===== src/rtl/cbs_pkg.sv =====
// ============================================================================
// Constant bandwidth server package
// Shared types, codes and helpers for the constant bandwidth server unit.
// ============================================================================
`default_nettype none

package cbs_pkg;

    // Default number of workers (job types) held by the unit.
    localparam int CBS_WORKERS = 8;

    // Saturation limit of the pending and released counts.
    localparam logic [15:0] CNT_MAX = 16'hFFFF;

    // Command codes of an input transaction.
    localparam logic [1:0] CMD_ACTIVATE = 2'd0;
    localparam logic [1:0] CMD_TICK     = 2'd1;
    localparam logic [1:0] CMD_SERVE    = 2'd2;

    // Configuration register indexes.
    localparam logic [1:0] REG_MAX_BUDGET   = 2'd0;
    localparam logic [1:0] REG_PERIOD       = 2'd1;
    localparam logic [1:0] REG_WORKER_COUNT = 2'd2;

    typedef struct packed {
        logic [1:0]  cmd;
        logic [2:0]  worker_id;
        logic [31:0] now;
    } cbs_item_t;

    typedef struct packed {
        logic [31:0] deadline_out;
        logic [15:0] budget_out;
        logic        reschedule;
        logic [2:0]  served_worker;
        logic        served_valid;
        logic        bad_worker;
        logic [15:0] released_out;
    } cbs_result_t;

    // Classified operation handed from the front end to the back end.
    typedef enum logic [2:0] {
        KIND_ACT,
        KIND_TICK,
        KIND_SERVE,
        KIND_NOP,
        KIND_BAD
    } cbs_kind_t;

    typedef struct packed {
        cbs_kind_t   kind;
        logic [2:0]  worker_id;
        logic [31:0] now;
    } cbs_op_t;

    typedef enum logic [2:0] {
        BK_IDLE,
        BK_MUL_DQ,
        BK_MUL_NQ,
        BK_MUL_BT,
        BK_CMP
    } cbs_state_t;

    // Number of workers in use: the register value, limited to the storage.
    function automatic logic [5:0] cbs_active(input logic [3:0] wc, input int workers);
        logic [5:0] lim;
        lim = 6'(workers);
        if ({2'b00, wc} > lim)
        begin
            return lim;
        end
        return {2'b00, wc};
    endfunction

endpackage

`default_nettype wire


===== src/rtl/cbs_fifo.sv =====
// ============================================================================
// Small synchronous queue
// Register-based first-in first-out queue with full and empty flags.
// ============================================================================
`default_nettype none

module cbs_fifo #(
    parameter int WIDTH = 8,
    parameter int DEPTH = 2
) (
    input  wire logic             clk,
    input  wire logic             rst_n,
    input  wire logic             push,
    input  wire logic [WIDTH-1:0] wdata,
    output logic                  full,
    input  wire logic             pop,
    output logic [WIDTH-1:0]      rdata,
    output logic                  empty
);

    localparam int AW = (DEPTH > 1) ? $clog2(DEPTH) : 1;
    localparam int CW = $clog2(DEPTH + 1);

    logic [WIDTH-1:0] mem [DEPTH];
    logic [AW-1:0]    wr_ptr_reg, wr_ptr_next;
    logic [AW-1:0]    rd_ptr_reg, rd_ptr_next;
    logic [CW-1:0]    count_reg, count_next;
    logic             do_push, do_pop;

    assign full    = (count_reg == CW'(DEPTH));
    assign empty   = (count_reg == '0);
    assign do_push = push && !full;
    assign do_pop  = pop && !empty;
    assign rdata   = mem[rd_ptr_reg];

    always_comb
    begin
        wr_ptr_next = wr_ptr_reg;
        rd_ptr_next = rd_ptr_reg;
        count_next  = count_reg;
        if (do_push)
        begin
            wr_ptr_next = (wr_ptr_reg == AW'(DEPTH - 1)) ? '0 : wr_ptr_reg + 1'b1;
        end
        if (do_pop)
        begin
            rd_ptr_next = (rd_ptr_reg == AW'(DEPTH - 1)) ? '0 : rd_ptr_reg + 1'b1;
        end
        if (do_push && !do_pop)
        begin
            count_next = count_reg + 1'b1;
        end
        else if (do_pop && !do_push)
        begin
            count_next = count_reg - 1'b1;
        end
    end

    always_ff @(posedge clk or negedge rst_n)
    begin
        if (!rst_n)
        begin
            wr_ptr_reg <= '0;
            rd_ptr_reg <= '0;
            count_reg  <= '0;
        end
        else
        begin
            wr_ptr_reg <= wr_ptr_next;
            rd_ptr_reg <= rd_ptr_next;
            count_reg  <= count_next;
        end
    end

    always_ff @(posedge clk)
    begin
        if (do_push)
        begin
            mem[wr_ptr_reg] <= wdata;
        end
    end

endmodule

`default_nettype wire


===== src/rtl/cbs_front.sv =====
// ============================================================================
// Constant bandwidth server front end
// Decodes an input transaction into an operation and checks the worker.
// ============================================================================
`default_nettype none

module cbs_front
    import cbs_pkg::*;
#(
    parameter int WORKERS = CBS_WORKERS
) (
    input  wire cbs_item_t  item,
    input  wire logic [3:0] worker_count,
    output cbs_op_t         op
);

    logic [5:0] active;

    assign active = cbs_active(worker_count, WORKERS);

    always_comb
    begin
        op.worker_id = item.worker_id;
        op.now       = item.now;
        case (item.cmd)
            CMD_ACTIVATE:
            begin
                // An activation naming a worker outside the active set is refused.
                op.kind = ({3'b000, item.worker_id} >= active) ? KIND_BAD : KIND_ACT;
            end
            CMD_TICK:  op.kind = KIND_TICK;
            CMD_SERVE: op.kind = KIND_SERVE;
            default:   op.kind = KIND_NOP;
        endcase
    end

endmodule

`default_nettype wire


===== src/rtl/cbs_back.sv =====
// ============================================================================
// Constant bandwidth server back end
// Holds the server state and carries out classified operations.
// ============================================================================
`default_nettype none

module cbs_back
    import cbs_pkg::*;
#(
    parameter int WORKERS = CBS_WORKERS
) (
    input  wire logic        clk,
    input  wire logic        rst_n,
    input  wire cbs_op_t     op,
    input  wire logic        op_empty,
    output logic             op_pop,
    input  wire logic        res_full,
    output logic             res_push,
    output cbs_result_t      res,
    input  wire logic [15:0] budget_cap,
    input  wire logic [15:0] period,
    input  wire logic [3:0]  worker_count
);

    localparam int WIDX_W = (WORKERS > 1) ? $clog2(WORKERS) : 1;

    cbs_state_t  state_reg, state_next;
    logic [15:0] cnt_reg [WORKERS];
    logic [15:0] cnt_next [WORKERS];
    logic [15:0] released_reg, released_next;
    logic [15:0] budget_reg, budget_next;
    logic [31:0] deadline_reg, deadline_next;
    logic [31:0] now_reg, now_next;
    logic [47:0] pd_reg, nq_reg;
    logic [31:0] bt_reg;

    logic [5:0]        active;
    logic [WIDX_W-1:0] act_idx;
    logic [WIDX_W-1:0] sel;
    logic              found;
    logic [31:0]       mul_a;
    logic [15:0]       mul_b;
    logic [47:0]       product;
    logic [48:0]       lhs;
    logic              resched, svalid, bad;
    logic [2:0]        sworker;

    assign active  = cbs_active(worker_count, WORKERS);
    assign act_idx = WIDX_W'(op.worker_id);
    assign lhs     = {1'b0, nq_reg} + {17'b0, bt_reg};

    // Lowest active worker with a job pending.
    always_comb
    begin
        sel   = '0;
        found = 1'b0;
        for (int i = WORKERS - 1; i >= 0; i--)
        begin
            if ((cnt_reg[i] != 16'd0) && (6'(i) < active))
            begin
                sel   = WIDX_W'(i);
                found = 1'b1;
            end
        end
    end

    // One shared multiplier for the three products of the activation rule.
    always_comb
    begin
        case (state_reg)
            BK_MUL_NQ:
            begin
                mul_a = now_reg;
                mul_b = budget_cap;
            end
            BK_MUL_BT:
            begin
                mul_a = {16'b0, budget_reg};
                mul_b = period;
            end
            default:
            begin
                mul_a = deadline_reg;
                mul_b = budget_cap;
            end
        endcase
        product = mul_a * mul_b;
    end

    always_comb
    begin
        state_next    = state_reg;
        cnt_next      = cnt_reg;
        released_next = released_reg;
        budget_next   = budget_reg;
        deadline_next = deadline_reg;
        now_next      = now_reg;
        op_pop        = 1'b0;
        res_push      = 1'b0;
        resched       = 1'b0;
        svalid        = 1'b0;
        bad           = 1'b0;
        sworker       = 3'd0;
        case (state_reg)
            BK_IDLE:
            begin
                if (!op_empty && !res_full)
                begin
                    op_pop   = 1'b1;
                    res_push = 1'b1;
                    case (op.kind)
                        KIND_ACT:
                        begin
                            if (cnt_reg[act_idx] != CNT_MAX)
                            begin
                                cnt_next[act_idx] = cnt_reg[act_idx] + 16'd1;
                            end
                            if (released_reg != CNT_MAX)
                            begin
                                released_next = released_reg + 16'd1;
                            end
                            if (released_reg == 16'd0)
                            begin
                                // The server was empty: evaluate the bandwidth rule.
                                now_next   = op.now;
                                res_push   = 1'b0;
                                state_next = BK_MUL_DQ;
                            end
                        end
                        KIND_TICK:
                        begin
                            if (budget_reg <= 16'd1)
                            begin
                                budget_next   = budget_cap;
                                deadline_next = deadline_reg + {16'b0, period};
                                resched       = 1'b1;
                            end
                            else
                            begin
                                budget_next = budget_reg - 16'd1;
                            end
                        end
                        KIND_SERVE:
                        begin
                            if (found)
                            begin
                                cnt_next[sel] = cnt_reg[sel] - 16'd1;
                                if (released_reg != 16'd0)
                                begin
                                    released_next = released_reg - 16'd1;
                                end
                                svalid  = 1'b1;
                                sworker = 3'(sel);
                            end
                        end
                        KIND_BAD:
                        begin
                            bad = 1'b1;
                        end
                        default:
                        begin
                        end
                    endcase
                end
            end
            BK_MUL_DQ: state_next = BK_MUL_NQ;
            BK_MUL_NQ: state_next = BK_MUL_BT;
            BK_MUL_BT: state_next = BK_CMP;
            BK_CMP:
            begin
                res_push   = 1'b1;
                state_next = BK_IDLE;
                if (lhs >= {1'b0, pd_reg})
                begin
                    deadline_next = now_reg + {16'b0, period};
                    budget_next   = budget_cap;
                    resched       = 1'b1;
                end
            end
            default: state_next = BK_IDLE;
        endcase

        res.deadline_out  = deadline_next;
        res.budget_out    = budget_next;
        res.reschedule    = resched;
        res.served_worker = sworker;
        res.served_valid  = svalid;
        res.bad_worker    = bad;
        res.released_out  = released_next;
    end

    always_ff @(posedge clk or negedge rst_n)
    begin
        if (!rst_n)
        begin
            state_reg    <= BK_IDLE;
            released_reg <= '0;
            budget_reg   <= '0;
            deadline_reg <= '0;
            for (int i = 0; i < WORKERS; i++)
            begin
                cnt_reg[i] <= '0;
            end
        end
        else
        begin
            state_reg    <= state_next;
            released_reg <= released_next;
            budget_reg   <= budget_next;
            deadline_reg <= deadline_next;
            cnt_reg      <= cnt_next;
        end
    end

    always_ff @(posedge clk)
    begin
        now_reg <= now_next;
        if (state_reg == BK_MUL_DQ)
        begin
            pd_reg <= product;
        end
        if (state_reg == BK_MUL_NQ)
        begin
            nq_reg <= product;
        end
        if (state_reg == BK_MUL_BT)
        begin
            bt_reg <= product[31:0];
        end
    end

endmodule

`default_nettype wire


===== src/rtl/constant_bandwidth_server_unit.sv =====
// A constant bandwidth server bookkeeping unit for an EDF scheduler. Transactions
// (activate, budget tick, serve) are pushed into the input queue and each one gives
// exactly one result transaction, read from the output queue in order. The back end
// completes a tick, a serve, a refused activation or an activation that finds jobs
// already released from its idle state. An activation that finds the server empty
// steps through the states MUL_DQ, MUL_NQ, MUL_BT and CMP, as the three products of
// the bandwidth rule (deadline by budget, time by budget, remaining budget by period)
// pass one after another through a single shared 32 by 16 bit multiplier before the
// final compare. A transaction goes through the input queue, then the back end. Both
// queues hold two transactions, so the input side keeps accepting while a finished
// result waits to be popped. The user must write configuration through the plain
// write port only while the unit is idle; the unit does not enforce this.
// ============================================================================
// Constant bandwidth server unit
// Top level: configuration registers, front end, queues and back end.
// ============================================================================
`default_nettype none

module constant_bandwidth_server_unit
    import cbs_pkg::*;
#(
    parameter int WORKERS = CBS_WORKERS
) (
    input  wire logic        clk,
    input  wire logic        rst_n,
    // Input transactions.
    input  wire logic        push,
    input  wire cbs_item_t   item,
    output logic             full,
    // Result transactions.
    output logic             empty,
    input  wire logic        pop,
    output cbs_result_t      result,
    // Configuration write port.
    input  wire logic        cfg_wr_en,
    input  wire logic [1:0]  cfg_index,
    input  wire logic [15:0] cfg_data
);

    localparam int OP_W  = $bits(cbs_op_t);
    localparam int RES_W = $bits(cbs_result_t);

    logic [15:0] budget_cap_reg;
    logic [15:0] period_reg;
    logic [3:0]  worker_count_reg;

    cbs_op_t           front_op;
    logic [OP_W-1:0]   op_bits;
    logic              op_empty;
    logic              op_pop;
    logic              res_full;
    logic              res_push;
    cbs_result_t       back_res;
    logic [RES_W-1:0]  res_bits;

    // Configuration registers; writes to an index outside the list are ignored.
    always_ff @(posedge clk or negedge rst_n)
    begin
        if (!rst_n)
        begin
            budget_cap_reg   <= 16'd1;
            period_reg       <= 16'd1;
            worker_count_reg <= 4'd0;
        end
        else if (cfg_wr_en)
        begin
            case (cfg_index)
                REG_MAX_BUDGET:   budget_cap_reg   <= cfg_data;
                REG_PERIOD:       period_reg       <= cfg_data;
                REG_WORKER_COUNT: worker_count_reg <= cfg_data[3:0];
                default:
                begin
                end
            endcase
        end
    end

    // The front end classifies each transaction as it enters the queue.
    cbs_front #(
        .WORKERS(WORKERS)
    ) u_front (
        .item        (item),
        .worker_count(worker_count_reg),
        .op          (front_op)
    );

    cbs_fifo #(
        .WIDTH(OP_W),
        .DEPTH(2)
    ) u_op_queue (
        .clk  (clk),
        .rst_n(rst_n),
        .push (push),
        .wdata(front_op),
        .full (full),
        .pop  (op_pop),
        .rdata(op_bits),
        .empty(op_empty)
    );

    // The back end owns the server state and executes one operation at a time.
    cbs_back #(
        .WORKERS(WORKERS)
    ) u_back (
        .clk         (clk),
        .rst_n       (rst_n),
        .op          (cbs_op_t'(op_bits)),
        .op_empty    (op_empty),
        .op_pop      (op_pop),
        .res_full    (res_full),
        .res_push    (res_push),
        .res         (back_res),
        .budget_cap  (budget_cap_reg),
        .period      (period_reg),
        .worker_count(worker_count_reg)
    );

    cbs_fifo #(
        .WIDTH(RES_W),
        .DEPTH(2)
    ) u_res_queue (
        .clk  (clk),
        .rst_n(rst_n),
        .push (res_push),
        .wdata(back_res),
        .full (res_full),
        .pop  (pop),
        .rdata(res_bits),
        .empty(empty)
    );

    assign result = cbs_result_t'(res_bits);

    // The back end must never produce a result that the output queue cannot take.
    assert property (@(posedge clk) disable iff (!rst_n) res_push |-> !res_full)
        else $error("result produced while the output queue is full");

    // An operation is only taken from the input queue when one is waiting.
    assert property (@(posedge clk) disable iff (!rst_n) op_pop |-> !op_empty)
        else $error("operation taken from an empty queue");

    // A refused activation changes nothing, so it can neither serve nor reschedule.
    assert property (@(posedge clk) disable iff (!rst_n)
        (!empty && result.bad_worker) |-> (!result.reschedule && !result.served_valid))
        else $error("refused activation reports a state change");

endmodule

`default_nettype wire

===== config.mk =====
export PLATFORM = sky130hd
export DESIGN_NAME = constant_bandwidth_server_unit
export DESIGN_NICKNAME = d
export VERILOG_FILES = /design/src/rtl/cbs_pkg.sv /design/src/rtl/cbs_fifo.sv /design/src/rtl/cbs_front.sv /design/src/rtl/cbs_back.sv /design/src/rtl/constant_bandwidth_server_unit.sv
export SDC_FILE = /design/constraint.sdc
export NUM_CORES = 2
export LEC_CHECK = 0
export ABC_AREA = 1
export CORE_UTILIZATION = 50
export DETAILED_ROUTE_END_ITERATION = 8
export DONT_BUFFER_PORTS = 1
export GPL_ROUTABILITY_DRIVEN = 0
export PLACE_DENSITY = 0.71
export SYNTH_ARGS = -nofsm -noshare
export SYNTH_HDL_FRONTEND = slang
export SYNTH_HIERARCHICAL = 1
export SYNTH_SLANG_ARGS = --single-unit

===== constraint.sdc =====
create_clock -name clk -period 12.1 [get_ports clk]
set_input_delay 2.42 -clock clk [delete_from_list [all_inputs] [get_ports clk]]
set_output_delay 2.42 -clock clk [all_outputs]
set_load 0.005 [all_outputs]

Word-level counts from Yosys, hierarchy flattened
Memory sizes are Yosys's and may differ from the RTL's.
Cells that the tools add are included.
{ "op_classes": {"n_addsub": 16, "multipliers": 1, "order_cmp": 16, "n_eq_ne": 20, "n_mux": 92, "bitwise_logic": 2, "n_reduce_logical": 52} }
{ "ops": {"columns": ["cell", "n"], "rows": [
  ["bitwise mux 128 bit", 2],
  ["2-to-1 mux 128 bit", 2],
  ["2-to-1 mux 16 bit", 16],
  ["case mux 128 bit (2 select lines)", 1],
  ["nonzero test 16 bit", 9],
  ["2-to-1 mux 32 bit", 4],
  ["case mux 32 bit (2 select lines)", 2],
  ["binary-select mux 16 bit (select 3 bit)", 2],
  ["demux 16 bit (select 3 bit)", 2],
  ["adder 32 x 16 -> 32 bit", 2],
  ["case mux 16 bit (2 select lines)", 2],
  ["adder 48 x 32 -> 49 bit", 1],
  [">= comparator 49 x 48 -> 1 bit", 1],
  ["multiplier 32 x 16 -> 48 bit", 1],
  ["2-to-1 mux 3 bit", 16],
  ["subtractor 16 x 1 -> 16 bit (second input constant)", 3],
  ["2-to-1 mux 1 bit", 33],
  ["adder 16 x 1 -> 16 bit (second input constant)", 2],
  ["inequality test 16 bit (second input constant)", 2],
  ["< comparator 3 x 6 -> 1 bit (first input constant)", 4],
  ["logical AND 1 bit", 19],
  ["less-or-equal comparator 16 x 1 -> 1 bit (second input constant)", 1],
  ["zero test 16 bit", 1],
  ["< comparator 1 x 6 -> 1 bit (first input constant)", 2],
  ["29 further kinds", 69]
]} }
{ "word_totals": {"register_bits": 399, "ramBits": 216, "input_bits": 60, "word_cells": 226, "n_memories": 2} }
{ "mem_list": {"columns": ["memory", "depth", "width", "rd", "rd_ports_with_merged_regs", "wr", "line_no", "text"], "rows": [
  ["u_res_queue.mem", 2, 70, 1, 0, 1, "cbs_fifo.sv:24", "logic [WIDTH-1:0] mem [DEPTH];"],
  ["u_op_queue.mem", 2, 38, 1, 0, 1, "cbs_fifo.sv:24", null]
]} }

Depth between registers and ports, before layout
{ "depth": {"depth_word": 21, "mapped_depth": 38, "depth_no_buf": 36} }

Modules after synthesis
The synthesis kept the hierarchy.
{ "modules_own_cells": {"columns": ["module", "instances", "cells_each", "area_per_inst_um2"], "rows": [
  ["cbs_back", 1, 5478, 41108.2],
  ["cbs_fifo (u_res_queue)", 1, 397, 6145.9],
  ["cbs_fifo (u_op_queue)", 1, 230, 2986.6],
  ["constant_bandwidth_server_unit", 1, 161, 1544.0],
  ["cbs_front", 1, 59, 382.9]
]} }

Worst setup path after synthesis
Ideal clock, no wire load.
{ "synth_path": {"kind": "flip-flop to flip-flop", "start": "register u_back.state_reg[1]", "end": "register u_back.nq_reg[44] (data pin)", "setup_ps": 256, "arrival_ps": 8539, "path_slack_ps": 3305, "path_stages_with_launch": 33, "path_buffers": 1, "synth_period_minus_slack_ps": 8795, "path_cell_list": "dfrtp_1 > nand2_1 > nor2_1 > inv_1 > nand2_1 > inv_1 > clkbuf_1 > a21oi_1 > inv_1 > nand2_1 > fa_1 > fa_1 > inv_1 > fa_1 > fa_1 > fa_1 > inv_1 > fa_1 > inv_1 > ha_1 > a21oi_1 > o21a_1 > inv_1 > a21oi_1 > nand2_1 > a21boi_0 > o21ai_0 > a21boi_0 > o21ai_0 > nand2_1 > nand2_1 > nand2_1 > nand2_1"} }
{ "synth_via": {"elab_chain_cells": 3, "word_cells_on_any_way": 5, "classes_between": "1 x mul; 2 x eq/ne; 2 x mux"} }
{ "synth_lines": {"columns": ["item", "line_no", "text"], "rows": [
  ["start, declared", "cbs_back.sv:27", "cbs_state_t state_reg, state_next;"],
  ["start signal, assigned", "cbs_back.sv:207", "state_reg <= state_next;"],
  ["== test 3 x 2 -> 1 bit", "cbs_back.sv:70", "case (state_reg)"],
  ["case mux 32 bit (2 select lines) / 2-to-1 mux 16 bit (equally long branches)", "cbs_back.sv:70", null],
  ["multiplier 32 x 16 -> 48 bit (*)", "cbs_back.sv:87", "product = mul_a * mul_b;"],
  ["named net u_back.product[44]", "cbs_back.sv:43", "logic [47:0] product;"],
  ["end signal, assigned", "cbs_back.sv:224", "nq_reg <= product;"],
  ["end, declared", "cbs_back.sv:34", "logic [47:0] pd_reg, nq_reg;"]
]} }
The timed path passes the listed nets; every way through them passes the cells marked *.
A chain may end at the register's enable or synchronous reset.

Worst setup path after layout
{ "layout_path": {"start": "register u_back.state_reg[1]", "end": "register u_back.pd_reg[40] (data pin)"} }
{ "layout_via": {"elab_chain_cells": 3, "word_cells_on_any_way": 5, "classes_between": "1 x mul; 2 x eq/ne; 2 x mux"} }
{ "layout_lines": {"columns": ["item", "line_no", "text"], "rows": [
  ["== test 3 x 2 -> 1 bit", "cbs_back.sv:70", null],
  ["case mux 32 bit (2 select lines) / 2-to-1 mux 16 bit (equally long branches)", "cbs_back.sv:70", null],
  ["multiplier 32 x 16 -> 48 bit (*)", "cbs_back.sv:87", null],
  ["named net u_back.product[40]", "cbs_back.sv:43", null],
  ["end signal, assigned", "cbs_back.sv:220", "pd_reg <= product;"],
  ["end, declared", "cbs_back.sv:34", null]
]} }
Marks and branches as above.

==> reports/metrics.csv <==
metric;value;unit
status;finished clean;
worst slew pin tran;1240;ps
DRT Wirelength;155000;um
CP required;12500;ps
commonest non-fill, non-tap cell in the layout;nand2_1;
initial drt markers;5286;
min-delay worst type;register to register;
post-CTS setup buffers;0;
Max Root-Sink Buffers;3;
CTS tree;done;
CP startpoint kind;register;
drt via density;5.76;
Buf+Inv Stages, Crit Path;9;
detailed placer's ending HPWL;114000;um
die footprint;106000;um^2
post-synthesis cell type count;72;
clock root cell;clkbuf_16;
asr flop ratio synth;38.9;%
setup skew after layout;32.9;ps
Die Wd;325;um
Achievable Freq;0.103;GHz
Top delay family on crit path;adder cells;
Overflow after GRT;0;
endpoints failing setup;0;
Final Hold Fails;0;
hold buffers post-CTS;0;
RSZ-0062 raised after global routing;no;
CTS clk-pin slew, worst paths;60;ps
Top Ports;132;
period utilisation layout;80.1;%
crit path DAT;10090;ps
Syn. warnings;6;
Synth Net Count;7049;
Max Slew Vio Count;0;
Slowest-stage cell, CP;a21oi_1;
DRC;0;
CP most frequent cell;nand2_1;
total track usage;29.1;%
setup_tns;0;ps
post-route cell area;55400;um^2
Post-synth EDFFs;376;
Synth Cell Area;52200;um^2
Final #Nets;6935;
Resized Gates After CTS;0;
most frequent cells in the layout;1338 x nand2_1, 947 x inv_1, 802 x nor2_1, 421 x fa_1, 376 x edfxtp_1;
critical path class;register to register;
ys flop type;edfxtp_1;
#FFs+latches synth;615;
router iterations before antenna repair;7;
row count;118;
Die Ht;325;um
syn_area_per_cell;8.25;um^2
Layout area overhead;6.25;%
Starting Density;50.4;%
Min Clock Period, post-route;9690;ps
Hold Slack;486;ps
Worst slew margin;16.4;%
crit end category;register;
first-pass GRT wire length;241000;um
Max stage delay on crit path;920;ps
vias in the first global route;42800;
TritonCTS buffer count;68;
post-place instance area;53100;um^2
final core utilization;53.6;%
H-tree Lvls;3;
Port Buffers;0;
via count;44100;
Largest register FFs;140;
Gate Count Post-Synth;6325;
DR WL/cell;20.3;um
initial antenna violation count;1;
Routed Antenna Nets;0;
sequential share of the synthesized area;33.1;%
clock sink count;615;
Crit Path Max Fanout;49;
fraction of layout cells with a size suffix above 1;6.64;%
Core ar.;103000;um^2
Max Cap Viol;0;
largest net degree at the start of global routing;240;
worst skew pair latency;650;ps
==> through the flow <==
| stage | cells | worst slack, ps |
|---|---|---|
| 6_report | 7648 | 2410 |
| 5_1_grt | 7647 | 1720 |
| 4_1_cts | 7647 | 2450 |
| 3_5_place_dp | 7521 | 2400 |
| 3_3_place_gp | 7521 | 2600 |
| 2_1_floorplan | 6325 | 3300 |
==> worst reg2reg max path, delay by kind of cell (launching register included) <==
family,cells,cell delay (ps)
compound gates,8,2380
buf+inv,9,1860
flops,1,450
fa+ha+maj,7,3380
simple gates,9,1370
==> metal layers <==
| layer | vias to the layer above | wire length, um | GRT usage (%) |
|---|---|---|---|
| met5 | - | 13 | 0 |
| met4 | 2 | 8420 | 14.6 |
| met3 | 541 | 19300 | 8.12 |
| met2 | 2621 | 67200 | 43.8 |
| met1 | 20900 | 60200 | 38.6 |
| li1 | 20000 | - | - |
==> cell usage after synthesis, types with 26 or more instances <==
library cell  instances  area [um^2]
dfrtp_1             237         5930
nand2_2              79          494
nor3_1               50          250
buf_4                53          398
xor2_1               93          815
inv_2                26         97.6
o21ai_1              43          215
nor2_1              810         3040
a31oi_1              39          244
nand2_4              75          845
clkbuf_1            123          462
inv_1               948         3560
nand4_1             108          676
edfxtp_1            376        11300
fa_1                421         8430
nand2_1            1338         5020
nand3_1             372         1860
o22ai_1              90          563
buf_2                46          230
ha_1                243         3040
xnor2_1              50          438
o21ai_0             173          866
a21oi_1             310         1550
==> layout make-up <==
| class | count | area [um^2] |
|---|---|---|
| Sequential cell | 615 | 17300 |
| Clock buffer | 85 | 1830 |
| Clock inverter | 41 | 479 |
| Inverter | 1000 | 3770 |
| Antenna cell | 1 | 2.50 |
| Multi-Input combinational cell | 4463 | 29900 |
| Tap cell | 1380 | 1730 |
| Timing Repair Buffer | 63 | 473 |
| Fill cell | 9286 | 48100 |
==> cell families after synthesis <==
family / synth area share (%)
fa+ha+maj: 22.0
xor+xnor: 2.49
buf+inv: 9.84
flops: 33.1
compound gates: 8.17
simple gates: 24.4
==> worst paths after layout <==
check / from / slack (ps) / cells past startpoint / end
max: u_back/state_reg[1] / 2410 / 33 / u_back/pd_reg[40]
min reg2reg: u_res_queue/wr_ptr_reg / 490 / 2 / u_res_queue/wr_ptr_reg
min in group asynchronous: rst_n / 1470 / 0 / u_back/cnt_reg[53]
min: u_res_queue/wr_ptr_reg / 490 / 2 / u_res_queue/wr_ptr_reg
max in group asynchronous: rst_n / 10200 / 0 / budget_cap_reg[0]
max reg2reg: u_back/state_reg[1] / 2410 / 33 / u_back/pd_reg[40]
Power is left out: the tool's default activity adds up to more than one toggle a clock period on the data nets, which glitch-free logic cannot reach.
